===== config.mk =====
export PLATFORM = sky130hd
export DESIGN_NAME = circle_span_rasterizer
export DESIGN_NICKNAME = d
export VERILOG_FILES = /design/src/rtl/crs_pkg.sv /design/src/rtl/crs_queue.sv /design/src/rtl/crs_front.sv /design/src/rtl/crs_back.sv /design/src/rtl/circle_span_rasterizer.sv
export VERILOG_INCLUDE_DIRS = /design/src /design/src/rtl
export SDC_FILE = /design/constraint.sdc
export NUM_CORES = 1
export LEC_CHECK = 0
export ABC_AREA = 1
export BUFFER_PORTS_ARGS = -buffer_cell sky130_fd_sc_hd__buf_4
export CORE_ASPECT_RATIO = 1.2
export CORE_UTILIZATION = 60
export CTS_CLUSTER_SIZE = 24
export DETAILED_ROUTE_END_ITERATION = 8
export PLACE_DENSITY = 0.8
export SLEW_MARGIN = 10
export SYNTH_ARGS = -nofsm -noshare
export SYNTH_HDL_FRONTEND = slang
export SYNTH_SLANG_ARGS = --single-unit

===== constraint.sdc =====
create_clock -name clk -period 12.2 [get_ports clk]
set_clock_uncertainty 0.2 [all_clocks]
set_input_delay 1.83 -clock clk [delete_from_list [all_inputs] [get_ports clk]]
set_output_delay 1.83 -clock clk [all_outputs]
set_load 0.01 [all_outputs]

===== src/rtl/circle_span_rasterizer_assert.svh =====
// assertion macros for the circle span rasterizer
// used by the top level, expects clk and arst_n in scope
`ifndef CIRCLE_SPAN_RASTERIZER_ASSERT_SVH
`define CIRCLE_SPAN_RASTERIZER_ASSERT_SVH

// same-cycle implication, checked out of reset
`define CRS_ASSERT_IMPLIES(label, ante, cons) \
	label: assert property (@(posedge clk) disable iff (!arst_n) (ante) |-> (cons)) \
		else $error("crs check failed: implication");

// next-cycle implication, checked out of reset
`define CRS_ASSERT_NEXT(label, ante, cons) \
	label: assert property (@(posedge clk) disable iff (!arst_n) (ante) |=> (cons)) \
		else $error("crs check failed: next cycle");

`endif


===== src/rtl/crs_pkg.sv =====
// shared types and constants for the circle span rasterizer
// no dependencies
`timescale 1ns / 1ps

package crs_pkg;

	localparam int CENTER_W        = 16;
	localparam int COORD_W         = 17;
	localparam int OFF_MAX_W       = 16;
	localparam int RADIUS_BITS_DEF = 12;
	localparam int QUEUE_DEPTH     = 2;
	localparam int IDX_W           = 3;

	localparam logic CMD_START = 1'b0;
	localparam logic CMD_STEP  = 1'b1;

	localparam logic [IDX_W-1:0] OUTLINE_LAST = 3'd7;
	localparam logic [IDX_W-1:0] FILL_LAST    = 3'd3;

	// one step of work handed from the front to the back
	typedef struct packed {
		logic signed [CENTER_W-1:0] cx;
		logic signed [CENTER_W-1:0] cy;
		logic [OFF_MAX_W-1:0]       ox;
		logic [OFF_MAX_W-1:0]       oy;
		logic                       fill;
		logic                       done;
	} crs_job_t;

endpackage


===== src/rtl/crs_queue.sv =====
// small job queue between the rasterizer front and back
// depends on crs_pkg
`timescale 1ns / 1ps

module crs_queue (
	input  logic              clk,
	input  logic              arst_n,
	input  logic              push,
	input  crs_pkg::crs_job_t push_job,
	output logic              full,
	input  logic              pop,
	output logic              head_valid,
	output crs_pkg::crs_job_t head_job
);
	import crs_pkg::*;

	localparam int PTR_W = (QUEUE_DEPTH > 1) ? $clog2(QUEUE_DEPTH) : 1;
	localparam int CNT_W = $clog2(QUEUE_DEPTH + 1);
	localparam logic [PTR_W-1:0] PTR_LAST = PTR_W'(QUEUE_DEPTH - 1);
	localparam logic [CNT_W-1:0] CNT_FULL = CNT_W'(QUEUE_DEPTH);
	localparam logic [CNT_W-1:0] CNT_ONE  = CNT_W'(1);

	crs_job_t         mem_q [QUEUE_DEPTH];
	logic [PTR_W-1:0] wr_ptr_q;
	logic [PTR_W-1:0] rd_ptr_q;
	logic [CNT_W-1:0] count_q;

	assign full       = (count_q == CNT_FULL);
	assign head_valid = (count_q != '0);
	assign head_job   = mem_q[rd_ptr_q];

	always_ff @(posedge clk) begin
		if (push) begin
			mem_q[wr_ptr_q] <= push_job;
		end
	end

	always_ff @(posedge clk or negedge arst_n) begin
		if (!arst_n) begin
			wr_ptr_q <= '0;
			rd_ptr_q <= '0;
			count_q  <= '0;
		end else begin
			if (push) begin
				wr_ptr_q <= (wr_ptr_q == PTR_LAST) ? '0 : wr_ptr_q + PTR_W'(1);
			end
			if (pop) begin
				rd_ptr_q <= (rd_ptr_q == PTR_LAST) ? '0 : rd_ptr_q + PTR_W'(1);
			end
			if (push && !pop) begin
				count_q <= count_q + CNT_ONE;
			end else if (pop && !push) begin
				count_q <= count_q - CNT_ONE;
			end
		end
	end

endmodule


===== src/rtl/crs_front.sv =====
// rasterizer front: takes items, holds the circle state, runs the andres update
// depends on crs_pkg, feeds crs_queue
`timescale 1ns / 1ps

module crs_front #(
	parameter int RADIUS_BITS = crs_pkg::RADIUS_BITS_DEF
) (
	input  logic                                 clk,
	input  logic                                 arst_n,
	input  logic                                 in_valid,
	output logic                                 in_stall,
	input  logic                                 cmd,
	input  logic signed [crs_pkg::CENTER_W-1:0]  center_x,
	input  logic signed [crs_pkg::CENTER_W-1:0]  center_y,
	input  logic [RADIUS_BITS-1:0]               radius,
	input  logic                                 cfg_valid,
	output logic                                 cfg_ready,
	input  logic                                 cfg_data,
	input  logic                                 q_full,
	output logic                                 q_push,
	output crs_pkg::crs_job_t                    q_job
);
	import crs_pkg::*;

	localparam int DEC_W  = RADIUS_BITS + 3;
	localparam int WORK_W = RADIUS_BITS + 4;
	localparam logic signed [WORK_W-1:0] ONE_W = WORK_W'(1);
	localparam logic signed [DEC_W-1:0]  ONE_D = DEC_W'(1);

	logic                         active_q;
	logic                         fill_mode_q;
	logic signed [CENTER_W-1:0]   mid_x_q;
	logic signed [CENTER_W-1:0]   mid_y_q;
	logic [RADIUS_BITS-1:0]       rad_q;
	logic [RADIUS_BITS-1:0]       off_x_q;
	logic [RADIUS_BITS-1:0]       off_y_q;
	logic signed [DEC_W-1:0]      dec_q;

	logic                         accept;
	logic signed [WORK_W-1:0]     ox_e;
	logic signed [WORK_W-1:0]     oy_e;
	logic signed [WORK_W-1:0]     rad_e;
	logic signed [WORK_W-1:0]     d_e;
	logic signed [WORK_W-1:0]     two_ox;
	logic signed [WORK_W-1:0]     lim;
	logic signed [WORK_W-1:0]     nxt_d;
	logic signed [WORK_W-1:0]     nxt_ox;
	logic signed [WORK_W-1:0]     nxt_oy;
	logic                         done_w;
	logic signed [DEC_W-1:0]      rad_d;

	assign cfg_ready = 1'b1;
	assign in_stall  = q_full;
	assign accept    = in_valid && !in_stall;
	assign q_push    = accept && (cmd == CMD_STEP) && active_q;

	assign ox_e   = WORK_W'(off_x_q);
	assign oy_e   = WORK_W'(off_y_q);
	assign rad_e  = WORK_W'(rad_q);
	assign d_e    = WORK_W'(dec_q);
	assign two_ox = ox_e <<< 1;
	assign lim    = (rad_e - oy_e) <<< 1;
	assign rad_d  = DEC_W'(radius);

	// three-way andres update
	always_comb begin
		if (d_e >= two_ox) begin
			nxt_d  = d_e - two_ox - ONE_W;
			nxt_ox = ox_e + ONE_W;
			nxt_oy = oy_e;
		end else if (d_e < lim) begin
			nxt_d  = d_e + (oy_e <<< 1) - ONE_W;
			nxt_ox = ox_e;
			nxt_oy = oy_e - ONE_W;
		end else begin
			nxt_d  = d_e + ((oy_e - ox_e - ONE_W) <<< 1);
			nxt_ox = ox_e + ONE_W;
			nxt_oy = oy_e - ONE_W;
		end
	end

	assign done_w = (nxt_oy < nxt_ox);

	assign q_job.cx   = mid_x_q;
	assign q_job.cy   = mid_y_q;
	assign q_job.ox   = OFF_MAX_W'(off_x_q);
	assign q_job.oy   = OFF_MAX_W'(off_y_q);
	assign q_job.fill = fill_mode_q;
	assign q_job.done = done_w;

	always_ff @(posedge clk or negedge arst_n) begin
		if (!arst_n) begin
			active_q    <= 1'b0;
			fill_mode_q <= 1'b0;
		end else begin
			if (cfg_valid && cfg_ready) begin
				fill_mode_q <= cfg_data;
			end
			if (accept && (cmd == CMD_START)) begin
				active_q <= 1'b1;
			end else if (q_push && done_w) begin
				active_q <= 1'b0;
			end
		end
	end

	always_ff @(posedge clk) begin
		if (accept && (cmd == CMD_START)) begin
			mid_x_q <= center_x;
			mid_y_q <= center_y;
			rad_q   <= radius;
			off_x_q <= '0;
			off_y_q <= radius;
			dec_q   <= rad_d - ONE_D;
		end else if (q_push) begin
			off_x_q <= nxt_ox[RADIUS_BITS-1:0];
			off_y_q <= nxt_oy[RADIUS_BITS-1:0];
			dec_q   <= nxt_d[DEC_W-1:0];
		end
	end

endmodule


===== src/rtl/crs_back.sv =====
// rasterizer back: expands one queued step into points or spans, one beat a cycle while the output is not stalled
// depends on crs_pkg, reads crs_queue
`timescale 1ns / 1ps

module crs_back (
	input  logic                                clk,
	input  logic                                arst_n,
	input  logic                                head_valid,
	input  crs_pkg::crs_job_t                   head_job,
	output logic                                pop,
	output logic                                out_valid,
	input  logic                                out_stall,
	output logic signed [crs_pkg::COORD_W-1:0]  span_x_start,
	output logic signed [crs_pkg::COORD_W-1:0]  span_x_end,
	output logic signed [crs_pkg::COORD_W-1:0]  span_y,
	output logic                                last_of_step,
	output logic                                circle_done
);
	import crs_pkg::*;

	logic [IDX_W-1:0]           idx_q;
	logic                       out_valid_q;
	logic signed [COORD_W-1:0]  xs_q;
	logic signed [COORD_W-1:0]  xe_q;
	logic signed [COORD_W-1:0]  y_q;
	logic                       last_q;
	logic                       done_q;

	logic                       load;
	logic                       is_last;
	logic                       swap;
	logic                       xneg;
	logic                       yneg;
	logic signed [COORD_W-1:0]  cx17;
	logic signed [COORD_W-1:0]  cy17;
	logic signed [COORD_W-1:0]  ox17;
	logic signed [COORD_W-1:0]  oy17;
	logic signed [COORD_W-1:0]  a17;
	logic signed [COORD_W-1:0]  b17;
	logic signed [COORD_W-1:0]  x_plus;
	logic signed [COORD_W-1:0]  x_minus;
	logic signed [COORD_W-1:0]  y_val;

	assign load = head_valid && (!out_valid_q || !out_stall);

	assign cx17 = COORD_W'(head_job.cx);
	assign cy17 = COORD_W'(head_job.cy);
	assign ox17 = COORD_W'(head_job.ox);
	assign oy17 = COORD_W'(head_job.oy);

	// index bits pick the octant or the span row
	always_comb begin
		if (head_job.fill) begin
			swap    = ~(idx_q[0] ^ idx_q[1]);
			xneg    = 1'b0;
			yneg    = idx_q[1];
			is_last = (idx_q == FILL_LAST);
		end else begin
			swap    = idx_q[0];
			xneg    = idx_q[1];
			yneg    = idx_q[2];
			is_last = (idx_q == OUTLINE_LAST);
		end
	end

	assign a17     = swap ? oy17 : ox17;
	assign b17     = swap ? ox17 : oy17;
	assign x_plus  = cx17 + a17;
	assign x_minus = cx17 - a17;
	assign y_val   = yneg ? (cy17 - b17) : (cy17 + b17);
	assign pop     = load && is_last;

	always_ff @(posedge clk or negedge arst_n) begin
		if (!arst_n) begin
			out_valid_q <= 1'b0;
			idx_q       <= '0;
		end else begin
			if (load) begin
				out_valid_q <= 1'b1;
				idx_q       <= is_last ? '0 : idx_q + IDX_W'(1);
			end else if (!out_stall) begin
				out_valid_q <= 1'b0;
			end
		end
	end

	always_ff @(posedge clk) begin
		if (load) begin
			if (head_job.fill) begin
				xs_q <= x_minus;
				xe_q <= x_plus;
			end else begin
				xs_q <= xneg ? x_minus : x_plus;
				xe_q <= xneg ? x_minus : x_plus;
			end
			y_q    <= y_val;
			last_q <= is_last;
			done_q <= is_last && head_job.done;
		end
	end

	assign out_valid    = out_valid_q;
	assign span_x_start = xs_q;
	assign span_x_end   = xe_q;
	assign span_y       = y_q;
	assign last_of_step = last_q;
	assign circle_done  = done_q;

endmodule


===== src/rtl/circle_span_rasterizer.sv =====
// circle span rasterizer top level: wires the front, the job queue and the back
// depends on crs_pkg, crs_front, crs_queue, crs_back, circle_span_rasterizer_assert.svh
//
// usage
//   input channel (in_valid / in_stall): cmd start loads center_x, center_y and
//     radius and emits nothing; cmd step emits the beats for the current offsets
//     and advances the circle one andres step. a step with no circle running is
//     swallowed without output.
//   config channel (cfg_valid / cfg_ready): cfg_data is fill_mode, always ready.
//     write it only while the block is drained.
//   output channel (out_valid / out_stall): one beat per cycle while not stalled,
//     eight outline points or four filled spans per step; last_of_step marks the
//     final beat of a step and circle_done the final beat of the circle.
//   the first beat of a step passes the queue write, then the back's output
//     register, before it is valid.
//   the back expands one step at a time through its single output register;
//     start items emit nothing.
//   the front takes items every cycle until the two-entry job queue is full,
//     so it keeps accepting while the back is busy or stalled.
//   out_stall holds the output register and the back; the queue then fills and
//     in_stall rises, nothing is dropped.
//   reset: no circle running, fill_mode cleared, queue and output empty.
`timescale 1ns / 1ps

module circle_span_rasterizer #(
	parameter int RADIUS_BITS = crs_pkg::RADIUS_BITS_DEF
) (
	input  logic                                clk,
	input  logic                                arst_n,
	input  logic                                in_valid,
	output logic                                in_stall,
	input  logic                                cmd,
	input  logic signed [crs_pkg::CENTER_W-1:0] center_x,
	input  logic signed [crs_pkg::CENTER_W-1:0] center_y,
	input  logic [RADIUS_BITS-1:0]              radius,
	input  logic                                cfg_valid,
	output logic                                cfg_ready,
	input  logic                                cfg_data,
	output logic                                out_valid,
	input  logic                                out_stall,
	output logic signed [crs_pkg::COORD_W-1:0]  span_x_start,
	output logic signed [crs_pkg::COORD_W-1:0]  span_x_end,
	output logic signed [crs_pkg::COORD_W-1:0]  span_y,
	output logic                                last_of_step,
	output logic                                circle_done
);
	import crs_pkg::*;

	// front to queue
	logic     q_push;
	logic     q_full;
	crs_job_t q_job;

	// queue to back
	logic     q_pop;
	logic     q_head_valid;
	crs_job_t q_head_job;

	// front: circle state and the decision update, one step per accepted step item while a circle runs
	crs_front #(
		.RADIUS_BITS(RADIUS_BITS)
	) u_front (
		.clk      (clk),
		.arst_n   (arst_n),
		.in_valid (in_valid),
		.in_stall (in_stall),
		.cmd      (cmd),
		.center_x (center_x),
		.center_y (center_y),
		.radius   (radius),
		.cfg_valid(cfg_valid),
		.cfg_ready(cfg_ready),
		.cfg_data (cfg_data),
		.q_full   (q_full),
		.q_push   (q_push),
		.q_job    (q_job)
	);

	// job queue decouples the update from the beat expansion
	crs_queue u_queue (
		.clk       (clk),
		.arst_n    (arst_n),
		.push      (q_push),
		.push_job  (q_job),
		.full      (q_full),
		.pop       (q_pop),
		.head_valid(q_head_valid),
		.head_job  (q_head_job)
	);

	// back: walks the octants or span rows of the head job
	crs_back u_back (
		.clk         (clk),
		.arst_n      (arst_n),
		.head_valid  (q_head_valid),
		.head_job    (q_head_job),
		.pop         (q_pop),
		.out_valid   (out_valid),
		.out_stall   (out_stall),
		.span_x_start(span_x_start),
		.span_x_end  (span_x_end),
		.span_y      (span_y),
		.last_of_step(last_of_step),
		.circle_done (circle_done)
	);

`include "circle_span_rasterizer_assert.svh"

	// the front never writes a full queue
	`CRS_ASSERT_IMPLIES(a_no_push_full, q_push, !q_full)
	// the back only retires a job that is there
	`CRS_ASSERT_IMPLIES(a_pop_has_head, q_pop, q_head_valid)
	// a finished circle is only flagged on the final beat of its step
	`CRS_ASSERT_IMPLIES(a_done_is_last, out_valid && circle_done, last_of_step)
	// retiring a job always leaves a step-final beat in the output register
	`CRS_ASSERT_NEXT(a_pop_gives_last, q_pop, out_valid && last_of_step)

endmodule

==> qor.yml <==
placed_design:
  gp_congestion: 1.010
  io_buffer_count: 105
  place_inst: 2228
  placed_area_sq_um: 17650
  hpwl_mm: 30.17
cts:
  cts_root_buf: "clkbuf_16"
  cts_made_buffers: 27
  clk_pin_slew_ns: 0.06
  cts_buffer_depth: 3
  cts.sinks: 261
  h-tree-depth: 1
  cts_tree: "built"
  ctsResizeCount: 0
  ctsHoldBuffers: 0
  worstSkewPairLatency_ns: 0.54
  post_cts_buffers: 0
global_route:
  grt_pass1_wl_mm: 64.18
  grt-ovfl-total: 0
  grt_antenna_before_repair: 0
  track_usage_pct: 29.21
  grt_max_degree: 79
  grt_pass1_vias: 12820
sta:
  period_share_pct: 58.69
  fmax_mhz: 139.7
  finalCriticalPeriod_ns: 7.160
  tns_ns: 0
  relSlewSlack_pct: 35.32
  setup_viol: 0
  hold_violations: 0
  grt_setup_unrepaired: "false"
  slew_viol_final: 0
  tightest_slew_ns: 0.9613
worst_setup_path:
  cp_slowest_stage_delay_ns: 0.45
  cp_top_family: "compound AO/OA/AOI/OAI gates"
  cpMaxStageDelayCell: "edfxtp_1"
  worst-path-max-fanout: 12
  worst_path_most_repeated_cell: "nand2_1"
  cp_num_buf_inv: 3
  cp-start-kind: "flip-flop"
  required_ns: 12.42
  arrival_ns: 7.38
  critPathKind: "reg -> reg"
  worstSetupEndpointType: "flip-flop"
synth:
  synthTopCellsByArea: "edfxtp_1 (44%), ha_1 (11%), nand2_1 (8.9%)"
  async_flop_share_pct: 3.831
  synth_warnings: 0
  synthCells: 1809
  netlist_area_sq_um: 16490
  yosysTopAreaCell: "edfxtp_1"
  synth_seq_cells: 261
  ys_types: 55
  yosysTopAreaCellShare_pct: 43.51
  synth.avg_cell_area_sq_um: 9.117
  synth_edf_count: 239
  synth_top_flop_cell: "edfxtp_1"
  ys_seq_area_share_pct: 46.49
  syn-num-nets: 2015
floorplan:
  die-area_sq_um: 28160
  initial_utilization_pct: 60.89
  core_area_sq_um: 27090
  die-height_microns: 183.6
  io_pins: 107
  die_x_microns: 153.4
  row_count: 66
routing:
  viasPerCell: 5.646
  initialDrtViolationCount: 718
  ant_nets: 0
  vias: 12860
  drc: 0
  wl_mm: 40.57
  wire_per_inst_microns: 17.81
  drt-pass1-iter-count: 8
min_path:
  hp-class: "reg -> reg"
final_layout:
  finalNonFillerCells: 2278
  layout-drive-gt1-share_pct: 10.94
  final_area_sq_um: 18470
  fillers: 2118
  layout.nets: 2123
  antenna_cells: 0
  area_growth_pct: 11.99
flow_run:
  cap_violations: 0
outcome:
  status: "finished, final reports clean"
path summary, 6_finish.rpt:
| check | depth (start not counted) | from | to | slack, ns |
|---|---|---|---|---|
| min | 0 | u_front.mid_y_q[8] | u_queue.mem_q[0][34] | 0.24 |
| max reg2reg | 37 | u_front.off_y_q[0] | u_front.active_q | 5.04 |
| min reg2reg | 0 | u_front.mid_y_q[8] | u_queue.mem_q[0][34] | 0.24 |
| max in group asynchronous | 1 | arst_n | u_queue.rd_ptr_q | 10.72 |
| min in group asynchronous | 1 | arst_n | u_back.idx_q[2] | 0.92 |
| max | 37 | u_front.off_y_q[0] | u_front.active_q | 5.04 |
final cells by class:
type	count	area, sq um	area share [%]
multi-input cells	1249	7694	41.65
flip-flops and latches	261	7669	41.52
inverters	263	994.7	5.385
repair buffers	115	863.3	4.674
clock buffers	39	730.7	3.956
well taps	340	425.4	2.303
clock inverters	11	93.84	0.5081
metal layers:
layer	GRT usage, %	vias to the layer above	routed length [microns]
li1	-	6308	-
met1	32.60	5981	15270
met2	53.95	442	20880
met3	3.583	130	2233
met4	16.44	0	2183
met5	0	-	0
synth_stat cells (8+ instances only):
cell        n
inv_1     260
edfxtp_1  239
or2_2      40
clkbuf_1   27
fa_1        8
nand3_1    43
dfxtp_1    12
o21ai_0   147
nand4_1     8
a31oi_1    11
dfrtp_1    10
xnor2_1    30
xor2_1     94
nor3_1     25
nor2_1     91
ha_1      147
nand2_1   389
o22ai_1    12
a21boi_0   10
a21oi_1   112
placed cells by master, fill, tap and decap left out, types with 3 or more instances in the layout:
| master | instances |
|---|---|
| nand2_1 | 389 |
| inv_1 | 259 |
| edfxtp_1 | 239 |
| o21ai_0 | 147 |
| ha_1 | 147 |
| buf_4 | 115 |
| a21oi_1 | 112 |
| xor2_1 | 94 |
| nor2_1 | 88 |
| nand3_1 | 43 |
| or2_2 | 40 |
| xnor2_1 | 30 |
| clkbuf_16 | 27 |
| nor3_1 | 25 |
| o22ai_1 | 12 |
| dfxtp_1 | 12 |
| a31oi_1 | 11 |
| clkbuf_1 | 11 |
| a21boi_0 | 10 |
| dfrtp_1 | 9 |
| nand4_1 | 8 |
| fa_1 | 8 |
| o21bai_1 | 7 |
| o21ai_2 | 7 |
| o21ai_1 | 7 |
| nand3b_1 | 6 |
| nor4_1 | 5 |
| o211ai_1 | 5 |
| mux2i_1 | 4 |
| o31ai_1 | 4 |
| a32oi_1 | 4 |
| a221oi_1 | 4 |
| clkinv_1 | 4 |
| a22oi_1 | 3 |
| inv_2 | 3 |
| a21o_1 | 3 |
| a211oi_1 | 3 |
| nor2_4 | 3 |
flip-flops by register name, summed over array words and instances (netlist names), 2 cells and up:
signal               count
u_front.rad_q           12
u_back.span_x_end       16
u_back.span_y           17
u_queue.mem_q          116
u_queue.count_q          2
u_front.dec_q           15
u_back.span_x_start     17
u_front.mid_y_q         16
u_back.idx_q             3
u_front.mid_x_q         16
u_front.off_y_q         12
u_front.off_x_q         12
stage by stage:
step	util [%]	hold slack, ns	setup slack, ns
after floorplan	-	0.2215	6.560
after global placement	65.15	0.2243	5.477
after detailed placement	65.15	0.2346	5.216
after CTS	68.19	0.2486	5.167
after global routing	68.19	0.2567	4.320
final	68.19	0.2409	5.040
logic make-up after synthesis:
kind of cell	Yosys count	share of synthesized area, %
AO/OA/AOI/OAI	345	11.70
XOR/XNOR	124	6.585
adder cells (fa/ha/maj)	155	12.12
buffers and inverters	299	7.002
flip-flops	261	46.49
multiplexers	5	0.3110
other	1	0.02274
AND/OR/NAND/NOR	619	15.77
Power is left out: the tool's default activity adds up to more than one toggle a clock period on the data nets, which glitch-free logic cannot reach.
